## config.mk

```make
export PLATFORM = sky130hd
export DESIGN_NAME = acmac_ctrl_flat
export DESIGN_NICKNAME = d
export VERILOG_FILES = /design/src/rtl/acmac_pkg.sv /design/src/rtl/acmac_if.sv /design/src/rtl/acmac_ctrl.sv /design/src/flat_wrapper.sv
export SDC_FILE = /design/constraint.sdc
export NUM_CORES = 1
export LEC_CHECK = 0
export BUFFER_PORTS_ARGS = -buffer_cell sky130_fd_sc_hd__buf_2
export CORE_AREA = 2 2 304 306
export CTS_CLUSTER_DIAMETER = 80
export DETAILED_ROUTE_END_ITERATION = 10
export DIE_AREA = 0 0 306 308
export PLACE_DENSITY = 0.59
export SYNTH_ARGS = -nofsm -noshare
export SYNTH_HDL_FRONTEND = slang
export SYNTH_SLANG_ARGS = --single-unit
```

## constraint.sdc

```tcl
create_clock -name clock -period 8.13 [get_ports clock]
set_clock_uncertainty 0.15 [all_clocks]
set_input_delay 0.4065 -clock clock [delete_from_list [all_inputs] [get_ports clock]]
set_output_delay 0.4065 -clock clock [all_outputs]
set_load 0.02 [all_outputs]
```

## src/rtl/acmac_pkg.sv

```systemverilog
// ----------------------------------------------------------------------------
// AES-CMAC package
// Shared constants, types and the AES round helper functions.
// ----------------------------------------------------------------------------
package acmac_pkg;

   localparam int BlockWidth = 128;
   localparam int HalfWidth  = 64;
   localparam int CountWidth = 5;
   localparam int CsrIdxWidth = 1;

   localparam logic [7:0] DoubleXor = 8'h87;
   localparam logic [7:0] PadByte   = 8'h80;

   localparam logic [CsrIdxWidth-1:0] RegKeyHi = 1'b0;
   localparam logic [CsrIdxWidth-1:0] RegKeyLo = 1'b1;

   // Command from the sequencer to the AES round unit.
   typedef struct packed {
      logic                  start;
      logic [BlockWidth-1:0] block;
   } aes_cmd_type;

   // Status from the AES round unit back to the sequencer.
   typedef struct packed {
      logic                  done;
      logic [BlockWidth-1:0] result;
   } aes_sts_type;

   localparam logic [7:0] SBOX [256] = '{
      8'h63,8'h7c,8'h77,8'h7b,8'hf2,8'h6b,8'h6f,8'hc5,8'h30,8'h01,8'h67,8'h2b,8'hfe,8'hd7,8'hab,8'h76,
      8'hca,8'h82,8'hc9,8'h7d,8'hfa,8'h59,8'h47,8'hf0,8'had,8'hd4,8'ha2,8'haf,8'h9c,8'ha4,8'h72,8'hc0,
      8'hb7,8'hfd,8'h93,8'h26,8'h36,8'h3f,8'hf7,8'hcc,8'h34,8'ha5,8'he5,8'hf1,8'h71,8'hd8,8'h31,8'h15,
      8'h04,8'hc7,8'h23,8'hc3,8'h18,8'h96,8'h05,8'h9a,8'h07,8'h12,8'h80,8'he2,8'heb,8'h27,8'hb2,8'h75,
      8'h09,8'h83,8'h2c,8'h1a,8'h1b,8'h6e,8'h5a,8'ha0,8'h52,8'h3b,8'hd6,8'hb3,8'h29,8'he3,8'h2f,8'h84,
      8'h53,8'hd1,8'h00,8'hed,8'h20,8'hfc,8'hb1,8'h5b,8'h6a,8'hcb,8'hbe,8'h39,8'h4a,8'h4c,8'h58,8'hcf,
      8'hd0,8'hef,8'haa,8'hfb,8'h43,8'h4d,8'h33,8'h85,8'h45,8'hf9,8'h02,8'h7f,8'h50,8'h3c,8'h9f,8'ha8,
      8'h51,8'ha3,8'h40,8'h8f,8'h92,8'h9d,8'h38,8'hf5,8'hbc,8'hb6,8'hda,8'h21,8'h10,8'hff,8'hf3,8'hd2,
      8'hcd,8'h0c,8'h13,8'hec,8'h5f,8'h97,8'h44,8'h17,8'hc4,8'ha7,8'h7e,8'h3d,8'h64,8'h5d,8'h19,8'h73,
      8'h60,8'h81,8'h4f,8'hdc,8'h22,8'h2a,8'h90,8'h88,8'h46,8'hee,8'hb8,8'h14,8'hde,8'h5e,8'h0b,8'hdb,
      8'he0,8'h32,8'h3a,8'h0a,8'h49,8'h06,8'h24,8'h5c,8'hc2,8'hd3,8'hac,8'h62,8'h91,8'h95,8'he4,8'h79,
      8'he7,8'hc8,8'h37,8'h6d,8'h8d,8'hd5,8'h4e,8'ha9,8'h6c,8'h56,8'hf4,8'hea,8'h65,8'h7a,8'hae,8'h08,
      8'hba,8'h78,8'h25,8'h2e,8'h1c,8'ha6,8'hb4,8'hc6,8'he8,8'hdd,8'h74,8'h1f,8'h4b,8'hbd,8'h8b,8'h8a,
      8'h70,8'h3e,8'hb5,8'h66,8'h48,8'h03,8'hf6,8'h0e,8'h61,8'h35,8'h57,8'hb9,8'h86,8'hc1,8'h1d,8'h9e,
      8'he1,8'hf8,8'h98,8'h11,8'h69,8'hd9,8'h8e,8'h94,8'h9b,8'h1e,8'h87,8'he9,8'hce,8'h55,8'h28,8'hdf,
      8'h8c,8'ha1,8'h89,8'h0d,8'hbf,8'he6,8'h42,8'h68,8'h41,8'h99,8'h2d,8'h0f,8'hb0,8'h54,8'hbb,8'h16
   };

   function automatic logic [7:0] xtime(input logic [7:0] x);
      return {x[6:0], 1'b0} ^ (x[7] ? 8'h1b : 8'h00);
   endfunction

   // Byte i of a block, byte 0 in the most significant bits.
   function automatic logic [7:0] get_byte(input logic [BlockWidth-1:0] b, input int i);
      return b[BlockWidth-1-8*i -: 8];
   endfunction

   // One cipher round: SubBytes, ShiftRows, optional MixColumns, AddRoundKey.
   function automatic logic [BlockWidth-1:0] aes_round(input logic [BlockWidth-1:0] s,
                                                      input logic [BlockWidth-1:0] rk,
                                                      input logic mix);
      logic [7:0] t [16];
      logic [7:0] a0, a1, a2, a3, al;
      logic [BlockWidth-1:0] o;
      for (int c = 0; c < 4; c++)
         for (int j = 0; j < 4; j++)
            t[j+4*c] = SBOX[get_byte(s, j + 4*((c+j)%4))];
      if (mix) begin
         for (int c = 0; c < 4; c++) begin
            a0 = t[4*c]; a1 = t[4*c+1]; a2 = t[4*c+2]; a3 = t[4*c+3];
            al = a0 ^ a1 ^ a2 ^ a3;
            t[4*c]   = a0 ^ al ^ xtime(a0 ^ a1);
            t[4*c+1] = a1 ^ al ^ xtime(a1 ^ a2);
            t[4*c+2] = a2 ^ al ^ xtime(a2 ^ a3);
            t[4*c+3] = a3 ^ al ^ xtime(a3 ^ a0);
         end
      end
      for (int i = 0; i < 16; i++)
         o[BlockWidth-1-8*i -: 8] = t[i];
      return o ^ rk;
   endfunction

   // Next round key from the previous one and the round constant.
   function automatic logic [BlockWidth-1:0] key_step(input logic [BlockWidth-1:0] k,
                                                     input logic [7:0] rc);
      logic [31:0] w0, w1, w2, w3, tw;
      w0 = k[127:96]; w1 = k[95:64]; w2 = k[63:32]; w3 = k[31:0];
      tw = {SBOX[w3[23:16]] ^ rc, SBOX[w3[15:8]], SBOX[w3[7:0]], SBOX[w3[31:24]]};
      w0 = w0 ^ tw;
      w1 = w1 ^ w0;
      w2 = w2 ^ w1;
      w3 = w3 ^ w2;
      return {w0, w1, w2, w3};
   endfunction

   // Doubling in GF(2^128).
   function automatic logic [BlockWidth-1:0] gf_double(input logic [BlockWidth-1:0] v);
      return {v[BlockWidth-2:0], 1'b0} ^
             {{(BlockWidth-8){1'b0}}, (v[BlockWidth-1] ? DoubleXor : 8'h00)};
   endfunction

endpackage

```

## src/rtl/acmac_if.sv

```systemverilog
// ----------------------------------------------------------------------------
// AES-CMAC channel interfaces
// Valid/ready channels for message words, tag words and register writes.
// ----------------------------------------------------------------------------
interface acmac_req_if;
   logic        valid;
   logic        ready;
   logic [63:0] data_hi;
   logic [63:0] data_lo;
   logic [4:0]  byte_count;
   logic        last;
   modport source (output valid, data_hi, data_lo, byte_count, last, input ready);
   modport sink   (input valid, data_hi, data_lo, byte_count, last, output ready);
endinterface

interface acmac_rsp_if;
   logic        valid;
   logic        ready;
   logic [63:0] tag_hi;
   logic [63:0] tag_lo;
   logic [63:0] sub_one_hi;
   logic [63:0] sub_one_lo;
   logic [63:0] sub_two_hi;
   logic [63:0] sub_two_lo;
   modport source (output valid, tag_hi, tag_lo, sub_one_hi, sub_one_lo, sub_two_hi,
                   sub_two_lo, input ready);
   modport sink   (input valid, tag_hi, tag_lo, sub_one_hi, sub_one_lo, sub_two_hi,
                   sub_two_lo, output ready);
endinterface


```

## src/rtl/acmac_ctrl.sv

```systemverilog
// ----------------------------------------------------------------------------
// AES-CMAC sequencer
// Drives the cipher unit through subkey derivation, chaining and the tag.
// ----------------------------------------------------------------------------
module acmac_ctrl
   import acmac_pkg::*;
(
   input  logic        clock,
   input  logic        reset,
   acmac_req_if.sink   req,
   acmac_rsp_if.source rsp,
   output aes_cmd_type cmd,
   input  aes_sts_type sts
);

   typedef enum logic [4:0] {
      ST_IDLE  = 5'b00001,
      ST_SUBK  = 5'b00010,
      ST_BLOCK = 5'b00100,
      ST_WAIT  = 5'b01000,
      ST_OUT   = 5'b10000
   } state_type;

   state_type             state_ff, state_in;
   logic                  open_ff, open_in;
   logic [BlockWidth-1:0] chain_ff, chain_in;
   logic [BlockWidth-1:0] k1_ff, k1_in;
   logic [BlockWidth-1:0] k2_ff, k2_in;
   logic [BlockWidth-1:0] data_ff, data_in;
   logic [CountWidth-1:0] count_ff, count_in;
   logic                  last_ff, last_in;
   logic [BlockWidth-1:0] tag_ff, tag_in;
   logic [BlockWidth-1:0] padded;
   logic [BlockWidth-1:0] final_blk;
   logic                  accept;

   assign accept    = req.valid && req.ready;
   assign req.ready = (state_ff == ST_IDLE);
   assign rsp.valid = (state_ff == ST_OUT);

   // Padding of a partial last block: keep count bytes, then 0x80, then zeros.
   always_comb begin
      for (int i = 0; i < 16; i++) begin
         if (i < int'(count_ff))
            padded[BlockWidth-1-8*i -: 8] = get_byte(data_ff, i);
         else if (i == int'(count_ff))
            padded[BlockWidth-1-8*i -: 8] = PadByte;
         else
            padded[BlockWidth-1-8*i -: 8] = 8'h00;
      end
   end

   assign final_blk = count_ff[CountWidth-1] ? (data_ff ^ k1_ff) : (padded ^ k2_ff);

   // Message sequencing.
   always_comb begin
      state_in  = state_ff;
      open_in   = open_ff;
      chain_in  = chain_ff;
      k1_in     = k1_ff;
      k2_in     = k2_ff;
      data_in   = data_ff;
      count_in  = count_ff;
      last_in   = last_ff;
      tag_in    = tag_ff;
      cmd.start = 1'b0;
      cmd.block = '0;
      case (state_ff)
         ST_IDLE: begin
            if (accept) begin
               data_in  = {req.data_hi, req.data_lo};
               count_in = req.byte_count;
               last_in  = req.last;
               if (!open_ff) begin
                  cmd.start = 1'b1;
                  chain_in  = '0;
                  open_in   = 1'b1;
                  state_in  = ST_SUBK;
               end else begin
                  state_in = ST_BLOCK;
               end
            end
         end
         ST_SUBK: begin
            if (sts.done) begin
               k1_in    = gf_double(sts.result);
               k2_in    = gf_double(gf_double(sts.result));
               state_in = ST_BLOCK;
            end
         end
         ST_BLOCK: begin
            cmd.start = 1'b1;
            cmd.block = last_ff ? (final_blk ^ chain_ff) : (data_ff ^ chain_ff);
            state_in  = ST_WAIT;
         end
         ST_WAIT: begin
            if (sts.done) begin
               if (last_ff) begin
                  tag_in   = sts.result;
                  chain_in = '0;
                  open_in  = 1'b0;
                  state_in = ST_OUT;
               end else begin
                  chain_in = sts.result;
                  state_in = ST_IDLE;
               end
            end
         end
         ST_OUT: begin
            if (rsp.ready)
               state_in = ST_IDLE;
         end
         default: state_in = ST_IDLE;
      endcase
   end

   always_ff @(posedge clock) begin
      k1_ff    <= k1_in;
      k2_ff    <= k2_in;
      data_ff  <= data_in;
      count_ff <= count_in;
      last_ff  <= last_in;
      tag_ff   <= tag_in;
      if (reset) begin
         state_ff <= ST_IDLE;
         open_ff  <= 1'b0;
         chain_ff <= '0;
      end else begin
         state_ff <= state_in;
         open_ff  <= open_in;
         chain_ff <= chain_in;
      end
   end

   assign rsp.tag_hi     = tag_ff[127:64];
   assign rsp.tag_lo     = tag_ff[63:0];
   assign rsp.sub_one_hi = k1_ff[127:64];
   assign rsp.sub_one_lo = k1_ff[63:0];
   assign rsp.sub_two_hi = k2_ff[127:64];
   assign rsp.sub_two_lo = k2_ff[63:0];

endmodule

```

## src/flat_wrapper.sv

```systemverilog
// flat-port wrapper written by rule: the top's interface ports become plain ports
module acmac_ctrl_flat import acmac_pkg::*;
  (clock, reset, cmd, sts, req_valid, req_data_hi, req_data_lo, req_byte_count, req_last, req_ready, rsp_valid, rsp_tag_hi, rsp_tag_lo, rsp_sub_one_hi, rsp_sub_one_lo, rsp_sub_two_hi, rsp_sub_two_lo, rsp_ready);
  acmac_req_if req_i ();
  acmac_rsp_if rsp_i ();
  input  logic clock;
  input  logic reset;
  output aes_cmd_type cmd;
  input  aes_sts_type sts;
  input wire logic [$bits(req_i.valid)-1:0] req_valid;
  input wire logic [$bits(req_i.data_hi)-1:0] req_data_hi;
  input wire logic [$bits(req_i.data_lo)-1:0] req_data_lo;
  input wire logic [$bits(req_i.byte_count)-1:0] req_byte_count;
  input wire logic [$bits(req_i.last)-1:0] req_last;
  output wire logic [$bits(req_i.ready)-1:0] req_ready;
  output wire logic [$bits(rsp_i.valid)-1:0] rsp_valid;
  output wire logic [$bits(rsp_i.tag_hi)-1:0] rsp_tag_hi;
  output wire logic [$bits(rsp_i.tag_lo)-1:0] rsp_tag_lo;
  output wire logic [$bits(rsp_i.sub_one_hi)-1:0] rsp_sub_one_hi;
  output wire logic [$bits(rsp_i.sub_one_lo)-1:0] rsp_sub_one_lo;
  output wire logic [$bits(rsp_i.sub_two_hi)-1:0] rsp_sub_two_hi;
  output wire logic [$bits(rsp_i.sub_two_lo)-1:0] rsp_sub_two_lo;
  input wire logic [$bits(rsp_i.ready)-1:0] rsp_ready;
  assign req_i.valid = req_valid;
  assign req_i.data_hi = req_data_hi;
  assign req_i.data_lo = req_data_lo;
  assign req_i.byte_count = req_byte_count;
  assign req_i.last = req_last;
  assign req_ready = req_i.ready;
  assign rsp_valid = rsp_i.valid;
  assign rsp_tag_hi = rsp_i.tag_hi;
  assign rsp_tag_lo = rsp_i.tag_lo;
  assign rsp_sub_one_hi = rsp_i.sub_one_hi;
  assign rsp_sub_one_lo = rsp_i.sub_one_lo;
  assign rsp_sub_two_hi = rsp_i.sub_two_hi;
  assign rsp_sub_two_lo = rsp_i.sub_two_lo;
  assign rsp_i.ready = rsp_ready;
  acmac_ctrl u_core (.clock(clock), .reset(reset), .req(req_i), .rsp(rsp_i), .cmd(cmd), .sts(sts));
endmodule
```

Word level (Yosys, flattened, before mapping) --
Cells that the tools add are included.
Cells by class: equal/unequal tests 26, shift-type cells 0, multiply operators 0, bitwise operators 6, order comparisons 16, div/mod/pow operators 0, $add $sub $neg 0, multiplexer cells 56, reduce and logical (&&, ||, !) cells 9
Operator list (number):
- $mux W128 | 7
- $xor A128 B128 Y128 | 4
- $mux W8 | 34
- $pmux W128 S2 | 1
- $xor A128 B8 Y128 | 2
- $eq A5 B5 Y1 const A | 8
- $lt A4 B5 Y1 const A | 8
- $mux W5 | 5
- $pmux W5 S5 | 1
- $eq A4 B5 Y1 const A | 4
- $lt A3 B5 Y1 const A | 4
- $reduce_and A4 Y1 | 3
- $eq A3 B5 Y1 const A | 2
- $lt A1 B5 Y1 const A | 2
- $lt A2 B5 Y1 const A | 2
- $ne A2 B2 Y1 const B | 4
- $eq A2 B5 Y1 const A | 1
- $eq A5 B1 Y1 const B | 1
- $eq A5 B2 Y1 const B | 1
- $eq A5 B3 Y1 const B | 1
- $eq A5 B4 Y1 const B | 1
- $eq A5 B5 Y1 const B | 1
- $logic_not A5 Y1 | 1
- $mux W1 | 5
- other kinds (7) | 10
Word-level totals: bits in writable memories 0, output and inout bits 515, ROM bits 0, input port bits 267, latch bits 0, logic and storage cells 122, memories kept 0, register bits 652

Logic depth before layout (Yosys ltp) --
depth in word-level cells 8, depth in mapped cells 9, mapped depth without buffers 5

Worst setup path before layout --
OpenSTA, ideal clock, no wires.
path type reg2reg, from reg u_core.state_ff[4], to reg u_core.k1_ff[0], enable pin, path slack 1025 ps, cell stages (with the launch flop) 4, period minus slack after synthesis 7105 ps, required time 7358 ps, path buffers 1, library setup time 622 ps, data arrival time 6333 ps, cell sequence dfxtp_1 -> clkbuf_1 -> or3_1 -> nor2_1
On the way: cells in the longest elaborated chain, start to end 2
Ends and longest elaborated chain:
- start: declaration | RTL line acmac_ctrl.sv:24 | state_type state_ff, state_in;
- start signal: assignment | RTL line acmac_ctrl.sv:129 | state_ff <= state_in;
- $eq A5 B2 Y1 | RTL line acmac_ctrl.sv:68 | case (state_ff)
- $reduce_and A2 Y1 (no source line)
- end signal: assignment | RTL line acmac_ctrl.sv:118 | k1_ff <= k1_in;
- end: declaration | RTL line acmac_ctrl.sv:27 | logic [BlockWidth-1:0] k1_ff, k1_in;
No other way between the ends. A chain may end at the register's enable or synchronous reset.

==> flow_metrics.env <==
export IMPL_cts_tree="done"
export IMPL_syn_cell_area_um2=26500
export IMPL_hold_start="req_valid"
export IMPL_critPathKind="flip-flop to primary output"
export IMPL_cp_slowest_cell="buf_4"
export IMPL_yosys_area_top_type="edfxtp_1"
export IMPL_ys_flop_type="edfxtp_1"
export IMPL_grt_busiest_layer="met2"
export IMPL_htreeDepth=3
export IMPL_worstMarginPinSlew_ns=1.03
export IMPL_synth_nets=2801
export IMPL_max_freq_ghz=0.216
export IMPL_drc_errors=0
export IMPL_synth_top_area_share_pct=44.5
export IMPL_detail_route_wl_per_cell_um=22.3
export IMPL_finalHoldViolCount=0
export IMPL_met1_usage_pct=27.5
export IMPL_grt_pass1_vias=22595
export IMPL_drt_total_wl_mm=103
export IMPL_vdd_drop_max_mv=0.173
export IMPL_max_stage_delay_ns=0.66
export IMPL_postCtsHoldBufs=264
export IMPL_die_h_um=308
export IMPL_grt_ovfl_total=0
export IMPL_core_um2=91000
export IMPL_post_cts_setup_buffers=0
export IMPL_syn_inst=2534
export IMPL_crit_path_start_kind="flip-flop"
export IMPL_netlist_top_cells_area="edfxtp_1 (45%), dfxtp_1 (10%), nand3b_1 (4.3%)"
export IMPL_die_area_um2=94200
export IMPL_cp_max_fo=142
export IMPL_clock_latency_ns=0.61
export IMPL_grtUsageMet3_pct=3.15
export IMPL_grt_first_pass_wirelength_mm=149
export IMPL_stdcell_count=4620
export IMPL_syn_avg_cell_area_um2=10.5
export IMPL_grt_max_degree=143
export IMPL_use_met2_pct=35.2
export IMPL_synth_cell_types=75
export IMPL_dpl_hpwl_mm=67.8
export IMPL_pin_count=782
export IMPL_synthArstFlopShare_pct=0
export IMPL_slew_headroom_pct=31.3
export IMPL_yosysWarnings=0
export IMPL_grt_util_all_layers_pct=20.9
export IMPL_worst_setup_path_end_kind="primary output"
export IMPL_vias=23495
export IMPL_hp_class="input port to flip-flop"
export IMPL_slew_violations=0
export IMPL_grt_antenna_before_repair=4
export IMPL_place_congestion=0.810
export IMPL_numPortBuffers=781
export IMPL_fin_crit_ns=4.63
export IMPL_syn_to_final_growth_pct=33.5
export IMPL_stdcell_area_um2=35400
export IMPL_nets=3645
export IMPL_setup_viol=0
export IMPL_dr_pass1_iters=6
export IMPL_die_w_um=306
export IMPL_clk_pin_slew_ns=0.06
export IMPL_cap_violations=0
export IMPL_fin_crit_sh_pct=57.0
export IMPL_cts_root_buf="clkbuf_16"
export IMPL_leakage_nw=14.7
export IMPL_worst_ep_required_time_ns=7.57
export IMPL_regArea_um2=14500
export IMPL_status="complete, no violations"
export IMPL_drive_gt1_share_pct=28.9
export IMPL_cts_resized_gates=0
export IMPL_multi_input_comb_area_um2=10400
export IMPL_finish_utilization_pct=38.9
export IMPL_crit_start="u_core.count_ff[4]"
export IMPL_placed_cell_area_um2=30600
export IMPL_num_fill_cells=8853
export IMPL_fin_setup_tns_ns=0
export IMPL_cp_cell_sequence="buf_12 -> nand2b_4 -> buf_4 -> or3_1 -> nor3_1 -> a2111oi_0 -> nand2_1 -> buf_2"
export IMPL_dp_cells=4232
export IMPL_row_count=111
export IMPL_synth_seq_cells=527
export IMPL_via_per_inst=5.09
export IMPL_cts_inserted_buffers=66
export IMPL_drt_initial_drc_count=2047
export IMPL_clock_sinks=527
export IMPL_clock_path_buffers=3
export IMPL_worstPathArrival_ns=4.08
export IMPL_antenna_left=0
export IMPL_powerDensity_nw_per_um2=231
export IMPL_synth_edf_count=393
export IMPL_r2r_start="u_core.state_ff[4]"
export IMPL_grt_setup_unrepaired="no"
export IMPL_start_util_pct=29.1
export IMPL_yosysSeqAreaShare_pct=54.6
[worst paths after layout]
| check | to | slack [ns] | cells after the start |
|---|---|---|---|
| worst max-delay path | cmd[87] | 3.50 | 8 |
| worst min-delay path | u_core.open_ff | 0.08 | 3 |
| worst max register to register | u_core.chain_ff[54] | 4.49 | 7 |
| worst min register to register | u_core.chain_ff[46] | 0.33 | 2 |
[per-stage QoR]
| step | hold slack [ns] | power, W | setup slack (ns) |
|---|---|---|---|
| after global routing | 0.0652 | 0.00850 | 3.27 |
| final | 0.0779 | 0.00816 | 3.50 |
| after detailed placement | 0.318 | 0.00512 | 4.26 |
| after floorplan | 0.304 | 0.00452 | 1.03 |
| after CTS | 0.0266 | 0.00823 | 3.56 |
| after global placement | 0.315 | 0.00510 | 4.16 |
[placed cells by master, fill, tap and decap left out, types with 83 or more instances in the layout]
cell type and count:
buf_2 780, edfxtp_1 393, dlygate4sd3_1 264, nor2_1 254, nand2_1 252, nand3_1 183
nand3b_1 151, dfxtp_1 133, o21ai_0 113, xor2_1 83
[layout make-up]
type                            instances  share of cell area (%)
Clock buffer                           84                    5.00
Timing Repair Buffer                 1074                    19.2
Tap cell                             1186                    4.19
Multi-Input combinational cell       1692                    29.3
Sequential cell                       527                    40.9
Clock inverter                         37                    1.19
Antenna cell                            3                  0.0212
Inverter                               17                   0.216
[where the power goes]
part	switching, W	internal [W]	total (W)
logic	0.00122	0.000648	0.00187
registers	0.000182	0.00312	0.00331
clock network	0.00123	0.00176	0.00298
total	0.00263	0.00553	0.00816
[registers in the layout, summed over array words and instances, names as in the netlist]
name	cells
u_core.chain_ff	128
u_core.count_ff	5
u_core.open_ff	1
u_core.state_ff	5
u_core.k1_ff	4
u_core.tag_ff	128
u_core.data_ff	128
u_core.last_ff	1
u_core.k2_ff	127
[kinds of logic after synthesis]
group | after synthesis | synth area share [%]
AOI/OAI and AO/OA | 429 | 11.2
xor gates and xnor gates | 118 | 3.90
buffers and inverters | 315 | 6.55
DFF | 527 | 54.6
muxes | 90 | 3.60
and+or+nand+nor | 1055 | 20.2
[worst max-delay path, delay by kind of cell, from the launching register on]
family / cells / cell delay [ns]
AOI/OAI and AO/OA: 1 / 0.36
buffers and inverters: 3 / 1.28
DFF: 1 / 0.48
and+or+nand+nor: 4 / 0.98
[layer usage]
metal	wire (um)	share of wire, %	up-vias
met2	50100	49	1004
met3	6780	6.6	139
met5	15	0.015	-
met1	43600	42	11534
li1	-	-	10816
met4	2590	2.5	2
[cells in the mapped netlist, drive strengths merged (12+ instances only)]
cell type  number
a21oi          70
a221oi         29
and3           54
buf           187
clkbuf        111
dfxtp         134
edfxtp        393
inv            16
mux2           43
mux2i          47
nand2         252
nand2b         32
nand3         183
nand3b        151
nand4          13
nor2          256
nor3           26
o211ai         63
o21a           24
o21ai         116
o21bai         30
o221ai         15
o2bb2ai        14
o31ai          17
or2            12
or3            37
xnor2          35
xor2           83
Note: power is estimated with default switching activity, not from simulation.
